==> src/tcwc_pkg.sv <==
// Package for the congestion window controller: word types, command and
// mode codes, register indexes and reset constants. No dependencies.
package tcwc_pkg;

	localparam int NUM_PEERS_DEF  = 16;
	localparam int FRAC_BITS_DEF  = 16;
	localparam int PEER_W         = 4;

	localparam logic [1:0] CMD_ACK     = 2'd0;
	localparam logic [1:0] CMD_TIMEOUT = 2'd1;
	localparam logic [1:0] CMD_SEND    = 2'd2;

	localparam logic [1:0] MODE_SS = 2'd0;
	localparam logic [1:0] MODE_AI = 2'd1;
	localparam logic [1:0] MODE_FR = 2'd2;

	localparam logic REG_WINDOW_SIZE = 1'b0;
	localparam logic REG_INIT_THRESH = 1'b1;

	localparam logic [6:0] WINDOW_SIZE_RST = 7'd8;
	localparam logic [7:0] INIT_THRESH_RST = 8'd64;
	localparam logic [7:0] DUP_TRIGGER     = 8'd3;
	localparam logic [7:0] DUP_MAX         = 8'd255;

	typedef struct packed {
		logic [1:0] cmd;
		logic [3:0] peer;
		logic [7:0] ack_number;
		logic       is_retransmit;
	} in_word_t;

	typedef struct packed {
		logic [6:0] newly_acked;
		logic       fast_retransmit;
		logic [7:0] retransmit_sequence;
		logic       send_granted;
		logic [7:0] assigned_sequence;
		logic [7:0] window_whole;
		logic [1:0] control_mode;
	} out_word_t;

endpackage

==> src/tcwc_div.sv <==
// Radix-2 restoring divider computing floor(2^(2F) / divisor), one quotient
// bit per cycle. Depends on tcwc_pkg for the default FRAC_BITS; no instances.
module tcwc_div import tcwc_pkg::*; #(
	parameter int FRAC_BITS = FRAC_BITS_DEF
) (
	input  logic                     clk,
	input  logic                     arst_n,
	input  logic                     start,
	input  logic [FRAC_BITS+7:0]     divisor,
	output logic                     done,
	output logic [2*FRAC_BITS:0]     quot
);
	localparam int DW = FRAC_BITS + 8;
	localparam int QW = 2 * FRAC_BITS + 1;
	localparam int CNT_W = $clog2(QW + 1);

	logic [CNT_W-1:0] cnt_q;
	logic             done_q;
	logic [DW-1:0]    divisor_q;
	logic [DW-1:0]    rem_q;
	logic [QW-1:0]    quot_q;
	logic             first_q;

	logic [DW:0] shifted;
	logic [DW:0] diff;
	logic        qbit;

	// dividend is a single one followed by zeros
	assign shifted = {rem_q, first_q};
	assign diff    = shifted - {1'b0, divisor_q};
	assign qbit    = (shifted >= {1'b0, divisor_q});

	always_ff @(posedge clk or negedge arst_n) begin
		if (!arst_n) begin
			cnt_q  <= '0;
			done_q <= 1'b0;
		end else begin
			done_q <= 1'b0;
			if (start) begin
				cnt_q <= CNT_W'(QW);
			end else if (cnt_q != '0) begin
				cnt_q <= cnt_q - 1'b1;
				if (cnt_q == CNT_W'(1))
					done_q <= 1'b1;
			end
		end
	end

	always_ff @(posedge clk) begin
		if (start) begin
			divisor_q <= divisor;
			rem_q     <= '0;
			quot_q    <= '0;
			first_q   <= 1'b1;
		end else if (cnt_q != '0) begin
			rem_q   <= qbit ? diff[DW-1:0] : shifted[DW-1:0];
			quot_q  <= {quot_q[QW-2:0], qbit};
			first_q <= 1'b0;
		end
	end

	assign done = done_q;
	assign quot = quot_q;

endmodule

==> src/tcwc_peer_mem.sv <==
// Per-peer state memory with one valid bit per entry; an entry never
// written reads as the reset record. Depends on tcwc_pkg.
module tcwc_peer_mem import tcwc_pkg::*; #(
	parameter int               DEPTH   = NUM_PEERS_DEF,
	parameter int               WIDTH   = 8,
	parameter int               AW      = 4,
	parameter logic [WIDTH-1:0] RST_VAL = '0
) (
	input  logic             clk,
	input  logic             arst_n,
	input  logic             we,
	input  logic [AW-1:0]    waddr,
	input  logic [WIDTH-1:0] wdata,
	input  logic             re,
	input  logic [AW-1:0]    raddr,
	output logic [WIDTH-1:0] rdata
);
	logic [WIDTH-1:0] mem [DEPTH];
	logic [DEPTH-1:0] valid_q;
	logic [WIDTH-1:0] rdata_q;
	logic             rvalid_q;

	always_ff @(posedge clk) begin
		if (we)
			mem[waddr] <= wdata;
		if (re)
			rdata_q <= mem[raddr];
	end

	always_ff @(posedge clk or negedge arst_n) begin
		if (!arst_n) begin
			valid_q  <= '0;
			rvalid_q <= 1'b0;
		end else begin
			if (we)
				valid_q[waddr] <= 1'b1;
			if (re)
				rvalid_q <= valid_q[raddr];
		end
	end

	assign rdata = rvalid_q ? rdata_q : RST_VAL;

endmodule

==> src/tcp_style_congestion_window_controller_top.sv <==
// Top level of the Reno-style congestion window controller: sequencer,
// per-peer memory and shared divider. Depends on tcwc_pkg, tcwc_div, tcwc_peer_mem.
//
//  channel | direction | handshake          | word
//  in      | input     | in_valid/in_stall  | in_word (cmd, peer, ack_number, ...)
//  out     | output    | out_valid/out_stall| out_word (newly_acked ... control_mode)
//  cfg     | input     | cfg_we             | cfg_index, cfg_data
//
// Timeout, send, duplicate ack and slow start words pass the load, execute and
// finish states before out_valid rises; in_stall holds the next word off until the
// sequencer is back in idle. An ack in additive increase adds the divide state
// after execute: the single divider yields one quotient bit a cycle and
// runs once per newly acked frame. No clearing pass after reset; per-peer valid bits stand
// for the reset record. A stalled result holds the write-back of the next word
// until it is taken.
module tcp_style_congestion_window_controller_top import tcwc_pkg::*; #(
	parameter int NUM_PEERS     = NUM_PEERS_DEF,
	parameter int FRACTION_BITS = FRAC_BITS_DEF
) (
	input  logic      clk,
	input  logic      arst_n,
	input  logic      in_valid,
	output logic      in_stall,
	input  in_word_t  in_word,
	output logic      out_valid,
	input  logic      out_stall,
	output out_word_t out_word,
	input  logic      cfg_we,
	input  logic      cfg_index,
	input  logic [7:0] cfg_data
);
	localparam int F     = FRACTION_BITS;
	localparam int CW_W  = F + 8;
	localparam int QW    = 2 * F + 1;
	localparam int AW    = (NUM_PEERS > 1) ? $clog2(NUM_PEERS) : 1;
	localparam int EXT_W = PEER_W + AW;
	localparam int REC_W = 2 * CW_W + 26;

	localparam logic [CW_W-1:0] CW_ONE = CW_W'(1) << F;
	localparam logic [CW_W-1:0] CW_TWO = CW_W'(2) << F;
	localparam logic [CW_W-1:0] CW_THREE = CW_W'(3) << F;
	localparam logic [CW_W-1:0] CW_MAX = '1;
	localparam logic [CW_W-1:0] SS_RST = CW_W'(INIT_THRESH_RST) << F;
	localparam logic [REC_W-1:0] REC_RST = {CW_ONE, SS_RST, 8'd0, MODE_SS, 8'd0, 8'd0};

	localparam logic [2:0] ST_IDLE = 3'd0;
	localparam logic [2:0] ST_LOAD = 3'd1;
	localparam logic [2:0] ST_EXEC = 3'd2;
	localparam logic [2:0] ST_DIV  = 3'd3;
	localparam logic [2:0] ST_FIN  = 3'd4;

	function automatic logic [CW_W-1:0] sat_cw(input logic [CW_W:0] s);
		return s[CW_W] ? CW_MAX : s[CW_W-1:0];
	endfunction

	function automatic logic [CW_W-1:0] half_floor(input logic [CW_W-1:0] cw);
		logic [CW_W-1:0] h;
		h = cw >> 1;
		return (h < CW_TWO) ? CW_TWO : h;
	endfunction

	logic [2:0]      state_q;
	logic [6:0]      window_size_q;
	in_word_t        item_q;
	logic            peer_ok_q;
	logic [AW-1:0]   addr_q;
	logic            out_valid_q;
	out_word_t       out_q;

	logic [CW_W-1:0] cw_q, ss_q;
	logic [7:0]      dup_q, base_q, nxt_q;
	logic [1:0]      mode_q;
	logic [6:0]      cnt_q;

	logic [6:0]      res_newly_q;
	logic            res_fr_q, res_grant_q;
	logic [7:0]      res_frseq_q, res_aseq_q;

	logic            accept, slot_free, fin_go;
	logic [EXT_W-1:0] peer_ext;
	logic [REC_W-1:0] rd_rec;

	logic            div_start, div_done;
	logic [CW_W-1:0] div_divisor, cw_div_sum;
	logic [QW-1:0]   quot;
	logic [QW:0]     quot_sum;

	// decisions made in the execute state
	logic [CW_W-1:0] n_cw, n_ss;
	logic [7:0]      n_dup, n_base, n_nxt;
	logic [1:0]      n_mode;
	logic [6:0]      n_newly;
	logic            n_fr, n_grant, go_div;
	logic [7:0]      n_frseq, n_aseq;

	logic [7:0]      ack_gap, fl, inflight, lim, dup_inc;
	logic [CW_W-1:0] ss_half, cw_ss;

	assign peer_ext  = {AW'(0), in_word.peer};
	assign accept    = in_valid && !in_stall;
	assign in_stall  = (state_q != ST_IDLE);
	assign slot_free = !out_valid_q || !out_stall;
	assign fin_go    = (state_q == ST_FIN) && slot_free;

	always_ff @(posedge clk or negedge arst_n) begin
		if (!arst_n) begin
			window_size_q <= WINDOW_SIZE_RST;
		end else if (cfg_we) begin
			unique case (cfg_index)
				REG_WINDOW_SIZE: window_size_q <= cfg_data[6:0];
				// the threshold only seeds peers at reset, and that value is fixed
				REG_INIT_THRESH: ;
				default: ;
			endcase
		end
	end

	tcwc_peer_mem #(
		.DEPTH   (NUM_PEERS),
		.WIDTH   (REC_W),
		.AW      (AW),
		.RST_VAL (REC_RST)
	) u_mem (
		.clk    (clk),
		.arst_n (arst_n),
		.we     (fin_go && peer_ok_q),
		.waddr  (addr_q),
		.wdata  ({cw_q, ss_q, dup_q, mode_q, base_q, nxt_q}),
		.re     (accept),
		.raddr  (peer_ext[AW-1:0]),
		.rdata  (rd_rec)
	);

	assign quot_sum    = {1'b0, quot} + {(QW+1-CW_W)'(0), cw_q};
	assign cw_div_sum  = (quot_sum[QW:CW_W] != '0) ? CW_MAX : quot_sum[CW_W-1:0];
	assign div_divisor = (state_q == ST_DIV) ? cw_div_sum : cw_q;
	assign div_start   = ((state_q == ST_EXEC) && go_div) ||
	                     ((state_q == ST_DIV) && div_done && (cnt_q != 7'd1));

	tcwc_div #(.FRAC_BITS(F)) u_div (
		.clk     (clk),
		.arst_n  (arst_n),
		.start   (div_start),
		.divisor (div_divisor),
		.done    (div_done),
		.quot    (quot)
	);

	always_comb begin
		n_cw = cw_q;   n_ss = ss_q;   n_dup = dup_q;
		n_base = base_q; n_nxt = nxt_q; n_mode = mode_q;
		n_newly = '0;  n_fr = 1'b0;   n_frseq = '0;
		n_grant = 1'b0; n_aseq = '0;  go_div = 1'b0;
		ack_gap  = item_q.ack_number - base_q;
		fl       = nxt_q - base_q;
		inflight = fl[7] ? 8'd0 : fl;
		lim      = (cw_q[F +: 8] == 8'd0) ? 8'd1 : cw_q[F +: 8];
		dup_inc  = (dup_q == DUP_MAX) ? DUP_MAX : dup_q + 8'd1;
		ss_half  = half_floor(cw_q);
		cw_ss    = sat_cw({1'b0, cw_q} + {1'b0, CW_W'(ack_gap[6:0]) << F});
		unique case (item_q.cmd)
			CMD_ACK: begin
				if (ack_gap == 8'd0) begin
					n_dup = dup_inc;
					if (dup_inc == DUP_TRIGGER) begin
						n_ss    = ss_half;
						n_cw    = sat_cw({1'b0, ss_half} + {1'b0, CW_THREE});
						n_mode  = MODE_FR;
						n_fr    = 1'b1;
						n_frseq = base_q;
					end else if (mode_q == MODE_FR) begin
						n_cw = sat_cw({1'b0, cw_q} + {1'b0, CW_ONE});
					end
				end else if (!ack_gap[7]) begin
					n_newly = ack_gap[6:0];
					n_base  = item_q.ack_number;
					n_dup   = '0;
					if (mode_q == MODE_FR) begin
						n_cw   = ss_q;
						n_mode = MODE_AI;
					end else if (cw_q <= ss_q) begin
						n_cw   = cw_ss;
						n_mode = (cw_ss > ss_q) ? MODE_AI : MODE_SS;
					end else begin
						// one divide per acked frame, each on the grown window
						go_div = 1'b1;
					end
				end
			end
			CMD_TIMEOUT: begin
				n_ss   = ss_half;
				n_cw   = CW_ONE;
				n_dup  = '0;
				n_mode = MODE_SS;
			end
			CMD_SEND: begin
				if (item_q.is_retransmit) begin
					n_grant = (inflight < lim);
				end else if ((inflight < {1'b0, window_size_q}) && (inflight < lim)) begin
					n_grant = 1'b1;
					n_aseq  = nxt_q;
					n_nxt   = nxt_q + 8'd1;
				end
			end
			default: ;
		endcase
	end

	always_ff @(posedge clk or negedge arst_n) begin
		if (!arst_n) begin
			state_q     <= ST_IDLE;
			out_valid_q <= 1'b0;
		end else begin
			if (fin_go)
				out_valid_q <= 1'b1;
			else if (!out_stall)
				out_valid_q <= 1'b0;
			unique case (state_q)
				ST_IDLE: if (accept) state_q <= ST_LOAD;
				ST_LOAD: state_q <= ST_EXEC;
				ST_EXEC: state_q <= go_div ? ST_DIV : ST_FIN;
				ST_DIV:  if (div_done && (cnt_q == 7'd1)) state_q <= ST_FIN;
				ST_FIN:  if (slot_free) state_q <= ST_IDLE;
				default: state_q <= ST_IDLE;
			endcase
		end
	end

	always_ff @(posedge clk) begin
		if (accept) begin
			item_q    <= in_word;
			addr_q    <= peer_ext[AW-1:0];
			peer_ok_q <= (peer_ext < EXT_W'(NUM_PEERS));
		end
		if (state_q == ST_LOAD)
			{cw_q, ss_q, dup_q, mode_q, base_q, nxt_q} <= rd_rec;
		if (state_q == ST_EXEC) begin
			cw_q <= n_cw; ss_q <= n_ss; dup_q <= n_dup;
			mode_q <= n_mode; base_q <= n_base; nxt_q <= n_nxt;
			res_newly_q <= n_newly; res_fr_q <= n_fr; res_frseq_q <= n_frseq;
			res_grant_q <= n_grant; res_aseq_q <= n_aseq;
			cnt_q <= n_newly;
		end
		if ((state_q == ST_DIV) && div_done) begin
			cw_q  <= cw_div_sum;
			cnt_q <= cnt_q - 7'd1;
			if (cnt_q == 7'd1)
				mode_q <= MODE_AI;
		end
		if (fin_go) begin
			if (peer_ok_q) begin
				out_q.newly_acked         <= res_newly_q;
				out_q.fast_retransmit     <= res_fr_q;
				out_q.retransmit_sequence <= res_frseq_q;
				out_q.send_granted        <= res_grant_q;
				out_q.assigned_sequence   <= res_aseq_q;
				out_q.window_whole        <= cw_q[F +: 8];
				out_q.control_mode        <= mode_q;
			end else begin
				out_q <= '0;
			end
		end
	end

	assign out_valid = out_valid_q;
	assign out_word  = out_q;

	a_accept_loads: assert property (@(posedge clk) disable iff (!arst_n)
		accept |=> (state_q == ST_LOAD))
		else $error("accepted word did not start a memory read");

	a_div_in_div: assert property (@(posedge clk) disable iff (!arst_n)
		div_done |-> (state_q == ST_DIV))
		else $error("divider finished outside the divide state");

	a_fr_mode: assert property (@(posedge clk) disable iff (!arst_n)
		(out_valid && out_word.fast_retransmit) |-> (out_word.control_mode == MODE_FR))
		else $error("fast retransmit without fast recovery mode");

	a_grant_excl: assert property (@(posedge clk) disable iff (!arst_n)
		(out_valid && out_word.send_granted) |->
		((out_word.newly_acked == 7'd0) && !out_word.fast_retransmit))
		else $error("send grant mixed with ack results");

endmodule
==> config.mk <==
export PLATFORM = sky130hd
export DESIGN_NAME = tcp_style_congestion_window_controller_top
export DESIGN_NICKNAME = d
export VERILOG_FILES = /design/src/tcwc_pkg.sv /design/src/tcwc_div.sv /design/src/tcwc_peer_mem.sv /design/src/tcp_style_congestion_window_controller_top.sv
export SDC_FILE = /design/constraint.sdc
export NUM_CORES = 2
export LEC_CHECK = 0
export BUFFER_PORTS_ARGS = -buffer_cell sky130_fd_sc_hd__buf_2
export CAP_MARGIN = 20
export CORE_ASPECT_RATIO = 0.9
export CORE_MARGIN = 3
export CORE_UTILIZATION = 57
export CTS_CLUSTER_DIAMETER = 100
export DETAILED_ROUTE_END_ITERATION = 8
export PLACE_DENSITY = 0.78
export SYNTH_ARGS = -nofsm -noshare
export SYNTH_HDL_FRONTEND = slang
export SYNTH_HIERARCHICAL = 1
export SYNTH_SLANG_ARGS = --single-unit
==> constraint.sdc <==
create_clock -name clk -period 9 [get_ports clk]
set_clock_uncertainty 0.15 [all_clocks]
set_input_delay 2.25 -clock clk [delete_from_list [all_inputs] [get_ports clk]]
set_output_delay 2.25 -clock clk [all_outputs]
set_load 0.02 [all_outputs]
==> out/results.ini <==
[worst_setup_path]
endpoint_kind=flop
r2r-end=mode_q[0]
endpoint=mode_q[0]
cp_data_required_time_ns=9.50
critical_path.startpoint=base_q[1]
critical_path_class=reg -> reg
reg2reg_depth=22
startpoint_type=flop
crit_arrival_ns=6.82
rrSetupSlack_ns=2.68
timing.rr.start=base_q[1]
crit_fanout=19

[sta]
worst_slack_ns=2.68
fmax_ghz=0.158
tightest_slew_ns=1.17
post-route-period-util_pct=70.2
grt_setup_unrepaired=no
finalSetupTns_ns=0
fin_crit_ns=6.32
setup_viol=0
slew_headroom_pct=22.1
drv_slew=0
hold_violations=0

[detailed_routing]
drt_wl_total_um=160000
routed_via_density=6.64
drt_first_pass_iters=6
drc=0
routedWlPerCell_um=29.0
drt_iter0_markers=4903
vias=36500
ant_nets=0

[place]
dp_hpwl_um=86100
io_buffers=64
gp_congestion=0.924
detailedPlace.worstSlack_ns=2.87

[synthesis]
ys.warnings.count=6
synth_edf_count=1436
synth_top_family_by_area=multiplexers
synth.area.mux_share_pct=13.5
netlist_instances=3806
synth_fp_nets=3978
seq_area_frac_synth_pct=69.1
netlist_area_mm2=0.0654
synth_compound_area_share_pct=5.26
synth_common_cells=1436 x edfxtp_1, 374 x mux4_2, 273 x nand2_1, 159 x nor2_1, 150 x a21oi_1
yosys.area.top_type=edfxtp_1
synthFlopType=edfxtp_1
synth_top_area_share_pct=66.0
synth_cell_types=93
synthArstFlopShare_pct=2.29
avgSynthCellArea_um2=17.2
synthAdderAreaFrac_pct=2.79
synthXorXnorAreaFrac_pct=1.00
netlist_top_cells_area=edfxtp_1 66%, mux4_2 13%, ha_1 2.6%
synth_most_common_cell=edfxtp_1
yosys.area_share.simple_pct=6.20
synth_seq_cells=1531

[final_layout]
finalNetCount=4072
antenna_cells=0
syn2layout_area_growth_pct=10.7
drive_above_1_share_pct=20.3
final_util_pct=63.8

[worst_hold_path]
hp-class=reg -> reg

[floorplanning]
initial_core_util_pct=57.6
die_w_um=363
fp-row-count=117
die_area_mm2=0.119
core_mm2=0.113
io_pins=66
die_h_um=327

[cts]
clockBufferDepth=3
htree_levels=4
cts_hold_buf=0
cts_resized=0
cts_tree=yes
numCtsBuffers=148
clk_pin_slew_ns=0.07
cts-root-buf=clkbuf_16
cts_setup_buffers=0
worstSkewPairLatency_ns=0.79
cts_sinks=1531

[grt]
grt_pass1_wl_um=238000
antenna_found_initial=2
grt_use_total_pct=27.3
grt_max_degree=98
grt_pass1_vias=36100
grt_overflow_total=0

[run_status]
status=finished, final reports clean

[power]
ir_worst_vdd_mv=0.271
p_leak_nw=24.3
p_per_area_mw_per_mm2=318

[run]
max_cap_viol_count=0

-- report_power, final --
part	internal [mW]	switching [mW]	leakage (nW)	total [mW]
Sequential	9.35	1.13	14.0	10.5
Clock	3.45	2.68	2.29	6.14
Combinational	2.42	3.98	8.00	6.40
-- layout by cell type (no fill, tap or decap), types with 52 or more instances in the layout --
cell,n
a21oi_1,148
and2_1,81
buf_2,60
buf_4,52
clkbuf_16,149
dfxtp_1,60
edfxtp_1,1436
ha_1,138
inv_1,111
mux4_2,374
nand2_1,271
nand3_1,54
nor2_1,146
o21ai_0,110
-- layer usage --
| layer | vias up | GRT usage (%) | wire (um) |
|---|---|---|---|
| li1 | 15300 | - | - |
| met1 | 18600 | 39.6 | 62900 |
| met2 | 2289 | 42.3 | 75300 |
| met3 | 317 | 4.71 | 16400 |
| met4 | 0 | 9.96 | 5170 |
| met5 | - | 0 | 0 |
-- area by class of cell --
| type | count | area, um2 |
|---|---|---|
| repair buffers | 135 | 1130 |
| flip-flops and latches | 1531 | 45200 |
| multi-input cells | 1972 | 19000 |
| inverters | 112 | 420 |
| clock inverters | 77 | 861 |
| clock buffers | 190 | 3880 |
| well taps | 1487 | 1860 |
| fillers | 7525 | 41100 |
-- through the flow --
step / cells / power [mW] / hold WS [ns] / cell area, um2
after floorplan: 3806 / 14.7 / 0.250 / 65400
after global placement: 5230 / 16.6 / 0.253 / 67500
after detailed placement: 5230 / 16.8 / 0.255 / 67500
after CTS: 5497 / 23.0 / 0.269 / 72200
after global routing: 5504 / 24.1 / 0.278 / 72300
final: 5504 / 23.0 / 0.269 / 72300
-- sequential cells by signal, summed over array words and instances, names as in the netlist, 8 cells and up --
name             count
res_frseq_q          8
dup_q                8
u_mem/rdata_q       74
u_mem/mem         1184
ss_q                24
nxt_q                8
u_div/divisor_q     24
item_q              11
res_aseq_q           8
u_div/rem_q         24
base_q               8
cw_q                24
u_mem/valid_q       16
u_div/quot          33
out_word            35
-- worst max-delay path, stage by stage (launching register included) --
cell       delay [ns]
edfxtp_1         0.68
inv_1            0.24
ha_1             0.32
nor2b_1          0.14
o2111a_1         0.26
nor3_1           0.22
xor2_1           0.42
inv_1            0.25
ha_1             0.29
nor3_1           0.19
o21ai_0          0.14
nand3_1          0.26
buf_4            0.31
nand2b_1         0.12
ha_1             0.30
and4_1           0.24
a2111oi_0        0.53
o21ai_0          0.23
a31oi_1          0.28
o211a_1          0.17
a21oi_1          0.12
a211oi_1         0.24
a211oi_1         0.07
-- logic make-up (layout without fill, tap and decap cells) --
family	Yosys count	after routing
AND/OR/NAND/NOR	819	819
adder cells (fa/ha/maj)	143	143
AO/OA/AOI/OAI	525	525
multiplexers	410	410
flip-flops	1531	1531
XOR/XNOR	75	75
buffers and inverters	303	514
-- worst min path at each step --
stage | startpoint | endpoint | slack (ns) | cells past startpoint
floorplan | res_aseq_q[0] | out_word[10] | 0.25 | 0
finish | res_newly_q[4] | out_word[32] | 0.27 | 0
detailed placement | res_aseq_q[3] | out_word[13] | 0.25 | 0
global route | res_newly_q[4] | out_word[32] | 0.28 | 0
CTS | res_newly_q[4] | out_word[32] | 0.27 | 0
global placement | res_newly_q[0] | out_word[28] | 0.25 | 0
No activity file was read; power rests on OpenSTA's default activity.
